$ cat config.mk
export PLATFORM = sky130hd
export DESIGN_NAME = indexed_list_insert_delete
export DESIGN_NICKNAME = d
export VERILOG_FILES = /design/src/sv/ilist_pkg.sv /design/src/sv/ilist_ram.sv /design/src/sv/ilist_free.sv /design/src/sv/ilist_ctrl.sv /design/src/sv/indexed_list_insert_delete.sv
export SDC_FILE = /design/constraint.sdc
export NUM_CORES = 2
export LEC_CHECK = 0
export BUFFER_PORTS_ARGS = -buffer_cell sky130_fd_sc_hd__buf_2
export CAP_MARGIN = 25
export CORE_MARGIN = 10
export CORE_UTILIZATION = 40
export CTS_BUF_LIST = sky130_fd_sc_hd__clkbuf_4 sky130_fd_sc_hd__clkbuf_8
export DETAILED_ROUTE_END_ITERATION = 10
export PLACE_DENSITY = 0.53
export SYNTH_ARGS = -nofsm -noshare
export SYNTH_HDL_FRONTEND = slang
export SYNTH_SLANG_ARGS = --single-unit
$ cat constraint.sdc
create_clock -name clk -period 6 [get_ports clk]
set_clock_uncertainty 0.1 [all_clocks]
set_input_delay 1.2 -clock clk [delete_from_list [all_inputs] [get_ports clk]]
set_output_delay 1.2 -clock clk [all_outputs]
set_load 0.01 [all_outputs]
$ cat src/sv/ilist_pkg.sv
package ilist_pkg;

  // List geometry
  localparam int CAPACITY = 64;
  localparam int IDX_W    = $clog2(CAPACITY);
  localparam int PTR_W    = IDX_W + 1;
  localparam int VALUE_W  = 32;

  // Pointer value meaning "no node"
  localparam logic [PTR_W-1:0] NIL_PTR = PTR_W'(CAPACITY);

  // Command codes
  localparam logic CMD_INSERT = 1'b0;
  localparam logic CMD_DELETE = 1'b1;

  typedef enum logic [1:0] {
    ST_OK   = 2'd0,
    ST_OOB  = 2'd1,
    ST_FULL = 2'd2
  } status_t;

  // One node of the list as held in the node memory
  typedef struct packed {
    logic signed [VALUE_W-1:0] value;
    logic [PTR_W-1:0]          next;
    logic [PTR_W-1:0]          prev;
  } node_t;

  typedef struct packed {
    logic             en;
    logic [IDX_W-1:0] addr;
    node_t            data;
  } node_wr_t;

  // Requests to the free node allocator
  typedef struct packed {
    logic             pop;
    logic             push;
    logic [IDX_W-1:0] node;
  } free_req_t;

endpackage

$ cat src/sv/ilist_ram.sv
module ilist_ram #(
  parameter int DEPTH = 64,
  parameter int WIDTH = 8,
  localparam int ADDR_W = $clog2(DEPTH)
) (
  input  logic              clk,
  input  logic              wr_en,
  input  logic [ADDR_W-1:0] wr_addr,
  input  logic [WIDTH-1:0]  wr_data,
  input  logic [ADDR_W-1:0] rd_addr,
  output logic [WIDTH-1:0]  rd_data
);

  logic [WIDTH-1:0] mem [DEPTH];

  // One write port, one registered read port
  always_ff @(posedge clk) begin
    if (wr_en) begin
      mem[wr_addr] <= wr_data;
    end
    rd_data <= mem[rd_addr];
  end

endmodule

$ cat src/sv/ilist_free.sv
module ilist_free (
  input  logic                        clk,
  input  logic                        rst,
  input  ilist_pkg::free_req_t        req,
  output logic [ilist_pkg::IDX_W-1:0] alloc_idx
);
  import ilist_pkg::*;

  // rc: nodes on the recycle stack; fresh: nodes handed out since reset
  // from the never-used pool. Free nodes = rc + CAPACITY - fresh.
  logic [PTR_W-1:0] rc;
  logic [PTR_W-1:0] fresh;
  logic [PTR_W-1:0] rc_dec;
  logic [IDX_W-1:0] stack_top;

  assign rc_dec = rc - PTR_W'(1);

  // Read port always tracks the top of the stack
  ilist_ram #(
    .DEPTH (CAPACITY),
    .WIDTH (IDX_W)
  ) u_stack (
    .clk     (clk),
    .wr_en   (req.push),
    .wr_addr (rc[IDX_W-1:0]),
    .wr_data (req.node),
    .rd_addr (rc_dec[IDX_W-1:0]),
    .rd_data (stack_top)
  );

  // Recycled nodes first, then never-used ones
  assign alloc_idx = (rc != '0) ? stack_top : fresh[IDX_W-1:0];

  always_ff @(posedge clk) begin
    if (rst) begin
      rc    <= '0;
      fresh <= '0;
    end else if (req.push) begin
      rc <= rc + PTR_W'(1);
    end else if (req.pop) begin
      if (rc != '0) begin
        rc <= rc_dec;
      end else begin
        fresh <= fresh + PTR_W'(1);
      end
    end
  end

endmodule

$ cat src/sv/ilist_ctrl.sv
module ilist_ctrl (
  input  logic                                clk,
  input  logic                                rst,
  input  logic                                req_valid,
  output logic                                req_stall,
  input  logic                                command,
  input  logic [ilist_pkg::PTR_W-1:0]         position,
  input  logic signed [ilist_pkg::VALUE_W-1:0] item_value,
  output logic                                res_valid,
  input  logic                                res_stall,
  output logic [1:0]                          status,
  output logic signed [ilist_pkg::VALUE_W-1:0] removed_value,
  output logic [ilist_pkg::PTR_W-1:0]         list_length,
  output logic [ilist_pkg::IDX_W-1:0]         node_rd_addr,
  input  ilist_pkg::node_t                    node_rd_data,
  output ilist_pkg::node_wr_t                 node_wr,
  output ilist_pkg::free_req_t                free_req,
  input  logic [ilist_pkg::IDX_W-1:0]         alloc_idx
);
  import ilist_pkg::*;

  typedef enum logic [2:0] {
    S_IDLE,
    S_WALK,
    S_ALLOC,
    S_FIX_PRED,
    S_WR_PRED,
    S_FIX_SUCC,
    S_WR_SUCC,
    S_RESULT
  } state_t;

  state_t               state;
  logic                 is_del;
  logic [PTR_W-1:0]     pos;
  logic signed [VALUE_W-1:0] val;
  logic [PTR_W-1:0]     count;
  logic [PTR_W-1:0]     count_next;
  logic [PTR_W-1:0]     head;
  logic [PTR_W-1:0]     tail;
  logic [PTR_W-1:0]     cur;
  logic [PTR_W-1:0]     step;
  logic [PTR_W-1:0]     pred;
  logic [PTR_W-1:0]     succ;
  logic [PTR_W-1:0]     pred_link;
  logic [PTR_W-1:0]     succ_link;
  logic signed [VALUE_W-1:0] rm_val;
  status_t              res_st;
  logic                 res_load;

  assign req_stall = (state != S_IDLE);
  assign res_load  = !res_valid || !res_stall;

  // Length after the request
  always_comb begin
    count_next = count;
    if (res_st == ST_OK) begin
      count_next = is_del ? count - PTR_W'(1) : count + PTR_W'(1);
    end
  end

  // Node memory read address: head while idle, next link while walking,
  // neighbour node during link repair
  always_comb begin
    case (state)
      S_WALK:     node_rd_addr = node_rd_data.next[IDX_W-1:0];
      S_FIX_PRED: node_rd_addr = pred[IDX_W-1:0];
      S_FIX_SUCC: node_rd_addr = succ[IDX_W-1:0];
      default:    node_rd_addr = head[IDX_W-1:0];
    endcase
  end

  // Node memory writes: new node on insert, then read-modify-write of neighbours
  always_comb begin
    node_wr.en   = 1'b0;
    node_wr.addr = alloc_idx;
    node_wr.data = node_rd_data;
    case (state)
      S_ALLOC: begin
        node_wr.en         = 1'b1;
        node_wr.addr       = alloc_idx;
        node_wr.data.value = val;
        node_wr.data.next  = succ;
        node_wr.data.prev  = pred;
      end
      S_WR_PRED: begin
        node_wr.en        = 1'b1;
        node_wr.addr      = pred[IDX_W-1:0];
        node_wr.data.next = pred_link;
      end
      S_WR_SUCC: begin
        node_wr.en        = 1'b1;
        node_wr.addr      = succ[IDX_W-1:0];
        node_wr.data.prev = succ_link;
      end
      default: ;
    endcase
  end

  // Allocator: pop on insert, push the removed node on delete
  assign free_req.pop  = (state == S_ALLOC);
  assign free_req.push = (state == S_RESULT) && res_load && is_del && (res_st == ST_OK);
  assign free_req.node = cur[IDX_W-1:0];

  // Sequencer and result register
  always_ff @(posedge clk) begin
    if (rst) begin
      state     <= S_IDLE;
      count     <= '0;
      head      <= NIL_PTR;
      tail      <= NIL_PTR;
      res_valid <= 1'b0;
    end else begin
      // result valid: set when a result is loaded, cleared once taken
      if (state == S_RESULT && res_load) begin
        res_valid <= 1'b1;
      end else if (res_valid && !res_stall) begin
        res_valid <= 1'b0;
      end
      case (state)
        S_IDLE: begin
          if (req_valid) begin
            is_del <= (command == CMD_DELETE);
            pos    <= position;
            val    <= item_value;
            cur    <= head;
            step   <= '0;
            if ((command == CMD_DELETE && position >= count) ||
                (command == CMD_INSERT && position > count)) begin
              res_st <= ST_OOB;
              rm_val <= '1;
              state  <= S_RESULT;
            end else if (command == CMD_INSERT && count >= PTR_W'(CAPACITY)) begin
              res_st <= ST_FULL;
              rm_val <= '1;
              state  <= S_RESULT;
            end else begin
              res_st <= ST_OK;
              rm_val <= '0;
              if (command == CMD_INSERT && position == count) begin
                // append at the tail
                pred  <= tail;
                succ  <= NIL_PTR;
                state <= S_ALLOC;
              end else begin
                state <= S_WALK;
              end
            end
          end
        end
        S_WALK: begin
          // read data holds the node at list place step
          if (step == pos) begin
            if (is_del) begin
              pred      <= node_rd_data.prev;
              succ      <= node_rd_data.next;
              pred_link <= node_rd_data.next;
              succ_link <= node_rd_data.prev;
              rm_val    <= node_rd_data.value;
              state     <= S_FIX_PRED;
            end else begin
              pred  <= node_rd_data.prev;
              succ  <= cur;
              state <= S_ALLOC;
            end
          end else begin
            cur  <= node_rd_data.next;
            step <= step + PTR_W'(1);
          end
        end
        S_ALLOC: begin
          pred_link <= {1'b0, alloc_idx};
          succ_link <= {1'b0, alloc_idx};
          state     <= S_FIX_PRED;
        end
        S_FIX_PRED: begin
          if (pred == NIL_PTR) begin
            head  <= pred_link;
            state <= S_FIX_SUCC;
          end else begin
            state <= S_WR_PRED;
          end
        end
        S_WR_PRED: begin
          state <= S_FIX_SUCC;
        end
        S_FIX_SUCC: begin
          if (succ == NIL_PTR) begin
            tail  <= succ_link;
            state <= S_RESULT;
          end else begin
            state <= S_WR_SUCC;
          end
        end
        S_WR_SUCC: begin
          state <= S_RESULT;
        end
        S_RESULT: begin
          if (res_load) begin
            status        <= res_st;
            removed_value <= rm_val;
            list_length   <= count_next;
            count         <= count_next;
            state         <= S_IDLE;
          end
        end
        default: state <= S_IDLE;
      endcase
    end
  end

endmodule

$ cat src/sv/indexed_list_insert_delete.sv
// Positional insert/delete on a bounded doubly linked list of signed
// 32-bit values, up to 64 elements.
// Request channel (req_valid/req_stall): command (0 insert item_value
// before position, 1 delete the element at position), position, item_value.
// Result channel (res_valid/res_stall): exactly one result per request,
// giving status (ok, out of bound, full), removed_value (deleted value,
// -1 on error, 0 on insert) and list_length after the request.
// One request is in flight at a time. A request that fails its range or
// full check goes straight to the result state. An append skips the
// walk; any other insert and a good delete walk the node memory from the
// head one node per cycle, then the neighbours are patched by
// read-modify-write. The block returns to idle once the result is loaded
// and takes the next request there.
// The result sits in an output register, so the next request is taken
// while an earlier result still waits on res_stall; a new result is held
// back until that register is free.
// Reset (rst, synchronous) empties the list and frees all nodes at once;
// the node and free memories need no clearing pass.
module indexed_list_insert_delete (
  input  logic                                clk,
  input  logic                                rst,
  input  logic                                req_valid,
  output logic                                req_stall,
  input  logic                                command,
  input  logic [ilist_pkg::PTR_W-1:0]         position,
  input  logic signed [ilist_pkg::VALUE_W-1:0] item_value,
  output logic                                res_valid,
  input  logic                                res_stall,
  output logic [1:0]                          status,
  output logic signed [ilist_pkg::VALUE_W-1:0] removed_value,
  output logic [ilist_pkg::PTR_W-1:0]         list_length
);
  import ilist_pkg::*;

  logic [IDX_W-1:0] node_rd_addr;
  node_t            node_rd_data;
  node_wr_t         node_wr;
  free_req_t        free_req;
  logic [IDX_W-1:0] alloc_idx;

  // Node memory: value and both links of each node
  ilist_ram #(
    .DEPTH (CAPACITY),
    .WIDTH ($bits(node_t))
  ) u_nodes (
    .clk     (clk),
    .wr_en   (node_wr.en),
    .wr_addr (node_wr.addr),
    .wr_data (node_wr.data),
    .rd_addr (node_rd_addr),
    .rd_data (node_rd_data)
  );

  ilist_free u_free (
    .clk       (clk),
    .rst       (rst),
    .req       (free_req),
    .alloc_idx (alloc_idx)
  );

  ilist_ctrl u_ctrl (
    .clk           (clk),
    .rst           (rst),
    .req_valid     (req_valid),
    .req_stall     (req_stall),
    .command       (command),
    .position      (position),
    .item_value    (item_value),
    .res_valid     (res_valid),
    .res_stall     (res_stall),
    .status        (status),
    .removed_value (removed_value),
    .list_length   (list_length),
    .node_rd_addr  (node_rd_addr),
    .node_rd_data  (node_rd_data),
    .node_wr       (node_wr),
    .free_req      (free_req),
    .alloc_idx     (alloc_idx)
  );

endmodule

==> flow_summary.ini <==
[status]
status = complete, no violations

[synthesis]
syn_area_mm2 = 0.136
synth_top_cells_by_area = edfxtp_1 (77%), mux4_2 (14%), a22oi_1 (2.0%), dfxtp_1 (1.3%), nand2_1 (0.80%)
synth-edff-count = 3485
syn_nets = 6302
avgSynthCellArea_um2 = 21.8
ys_seq_area_frac = 0.784
syn_inst = 6237
synth.ff_latch_count = 3575
synth_flop_cell = edfxtp_1
yosysWarnings = 0
ys_async_sr_fraction = 0
synth.top_cell.area_share = 0.771
yosys.area.top_type = edfxtp_1
synth_cell_types = 65

[clock_network]
post-cts-setup-buffer-count = 0
cts_buffers = 587
cts_num_sinks = 3575
cts-resized-gates = 0
clock_path_buffers = 4
htreeDepth = 6
clk_latency_ns = 1.17
clk_pin_slew_ns = 0.06
cts_hold_buf = 30
cts_tree = built
clock-root-buffer = clkbuf_8

[routing]
ant_nets = 0
drt_iter0_markers = 7286
vias_per_cell = 5.74
detailedRoute.firstPassIterationCount = 5
vias = 68305
wl_per_cell_um = 32.2
drc = 0
wl_um = 383000

[critical_path]
r2r_start = u_free.rc[0]
rrSetupSlack_ns = 1.17
crit_path_end_kind = register
rr_endpoint = u_nodes.mem[28][23]
crit_type = register to register
critPathMaxFanout = 25
reg2reg_depth = 12
worst_setup_path_start_kind = register
worstPathRequired_ns = 6.60
worstPathArrival_ns = 5.43

[pwr]
ir_drop_mv = 0.457
leakage_nw = 49.3
power_density_mw_per_mm2 = 497
combPwrFrac = 0.297
clock_power_share = 0.273
p_switching_w = 0.0254
p_int_w = 0.0524
seq_power_share = 0.430
switching_share = 0.326

[timing]
setup_viol = 0
worst_hold_slack_ns = 0.145
timing.final.ws_setup_ns = 1.17
fin_crit_ns = 4.83
rsz0062_at_grt = no
post-route-period-util = 0.805
relSlewSlack = 0.276
worst_pin_slew_ns = 1.09
drv_slew = 0
setup-tns-final_ns = 0
timing.fmax_mhz = 207
hold_viol = 0

[final_layout]
final_cell_mix = edfxtp_1 (3,485), mux4_2 (850), clkbuf_8 (607), a22oi_1 (363), nand2_1 (271)
fin_util = 0.464
layout_commonest_cell = edfxtp_1
drive_gt1_frac = 0.312
area_growth_pct = 15.3
fin_nets = 6975
final_area_mm2 = 0.157
fillCellCount = 28380

[place]
dpl_cell_area_mm2 = 0.144
io_buffers = 86
place_hpwl_um = 215000
dpl_worst_slack_ns = 1.41
place_congestion = 0.795

[hold_path]
hold_path.class = primary input to register
min_to = u_ctrl.val[31]
hold_depth = 1
hp-start = item_value[31]

[grt]
grt_overflow = 0
grtUsageTotal = 0.206
grt_max_degree = 66
grt_pass1_wl_um = 541000
antenna_found_initial = 18
grt_pass1_vias = 70781

[floorplan]
die-width_um = 602
rows = 213
fp.dieH_um = 602
dieArea_mm2 = 0.363
initial_core_util = 0.402
core-area_mm2 = 0.337
num_io_pins = 87

[flow_run]
cap_violations = 0
==> cell usage after synthesis (10+ instances only) <==
cell type / instances
or4_1: 44
xnor2_1: 17
mux2i_1: 43
edfxtp_1: 3485
nand2_1: 288
o21a_1: 14
ha_1: 20
clkbuf_1: 172
nor3_1: 11
dfxtp_1: 90
mux4_2: 850
nand3_1: 33
a22oi_1: 363
buf_4: 24
a21oi_1: 210
and3_1: 13
o21ai_0: 48
inv_1: 20
nor2_1: 219
nor2b_1: 10
buf_1: 45
buf_2: 93
xor2_1: 14
==> power by group through the flow <==
stage	Combinational (W)	Sequential (W)	Clock, W
after global placement	0.0226	0.0340	0
after floorplan	0.0139	0.0339	0
after global routing	0.0246	0.0335	0.0229
after detailed placement	0.0231	0.0340	0
after CTS	0.0232	0.0335	0.0217
final	0.0231	0.0335	0.0212
==> layout make-up <==
| class | instances | area, um2 | area share |
|---|---|---|---|
| clock buffer | 834 | 10100 | 0.0643 |
| timing repair buffer | 427 | 4250 | 0.0272 |
| multi-input combinational | 2298 | 28400 | 0.181 |
| inverter | 21 | 78.8 | 0.000504 |
| antenna | 12 | 30.0 | 0.000192 |
| tap | 4515 | 5650 | 0.0361 |
| clock inverter | 226 | 1600 | 0.0102 |
| sequential | 3575 | 106000 | 0.680 |
==> routing by layer <==
layer	global-route usage	wire length, um
met4	0.0512	8940
met1	0.289	161000
met3	0.0395	28100
met5	0	0
met2	0.333	185000
==> registers in the layout (all words and copies together), names as in the netlist, 32 cells and up <==
register,flops
u_ctrl.val,32
u_nodes.mem,2944
u_free.u_stack.mem,384
u_ctrl.rm_val,32
u_ctrl.removed_value,32
u_nodes.rd_data,46
==> through the flow <==
| stage | instances | power, W |
|---|---|---|
| floorplan | 6237 | 0.0478 |
| global route | 11902 | 0.0810 |
| CTS | 11890 | 0.0784 |
| finish | 11908 | 0.0777 |
| detailed placement | 10800 | 0.0571 |
| global placement | 10792 | 0.0567 |
==> how the worst max path moves through the flow <==
stage	from	end	slack, ns	depth (start not counted)
CTS	u_free.rc[0]	u_nodes.mem[19][24]	1.37	11
finish	u_free.rc[0]	u_nodes.mem[28][23]	1.17	12
global placement	u_free.rc[0]	u_nodes.mem[59][26]	1.35	12
floorplan	u_free.rc[0]	u_nodes.mem[40][0]	0.51	12
detailed placement	u_free.rc[0]	u_nodes.mem[59][25]	1.41	12
global route	u_free.rc[0]	u_nodes.mem[28][23]	1.06	12
==> kinds of logic (layout without fill, tap and decap cells) <==
| group | count (synthesis) | count (layout) | synth area share |
|---|---|---|---|
| AO/OA/AOI/OAI | 692 | 692 | 0.0340 |
| XOR/XNOR | 31 | 31 | 0.00200 |
| adder cells (fa/ha/maj) | 21 | 21 | 0.00199 |
| buffers and inverters | 364 | 1508 | 0.0121 |
| flip-flops | 3575 | 3575 | 0.784 |
| multiplexers | 894 | 894 | 0.144 |
| other | 0 | 12 | 0 |
| AND/OR/NAND/NOR | 660 | 660 | 0.0212 |
==> critical path, stage by stage, from the launching register on <==
cell and delay, ns:
dfxtp_4 0.42, inv_1 0.18, ha_4 0.19, nand2b_1 0.11, nor4b_2 0.61, buf_4 0.30, mux2i_1 0.24, nor2_1 0.07
a221oi_1 0.85, nand3b_1 0.17, buf_4 0.27, nor2_4 0.13, buf_4 0.62
Power figures use the tool's default switching activity.
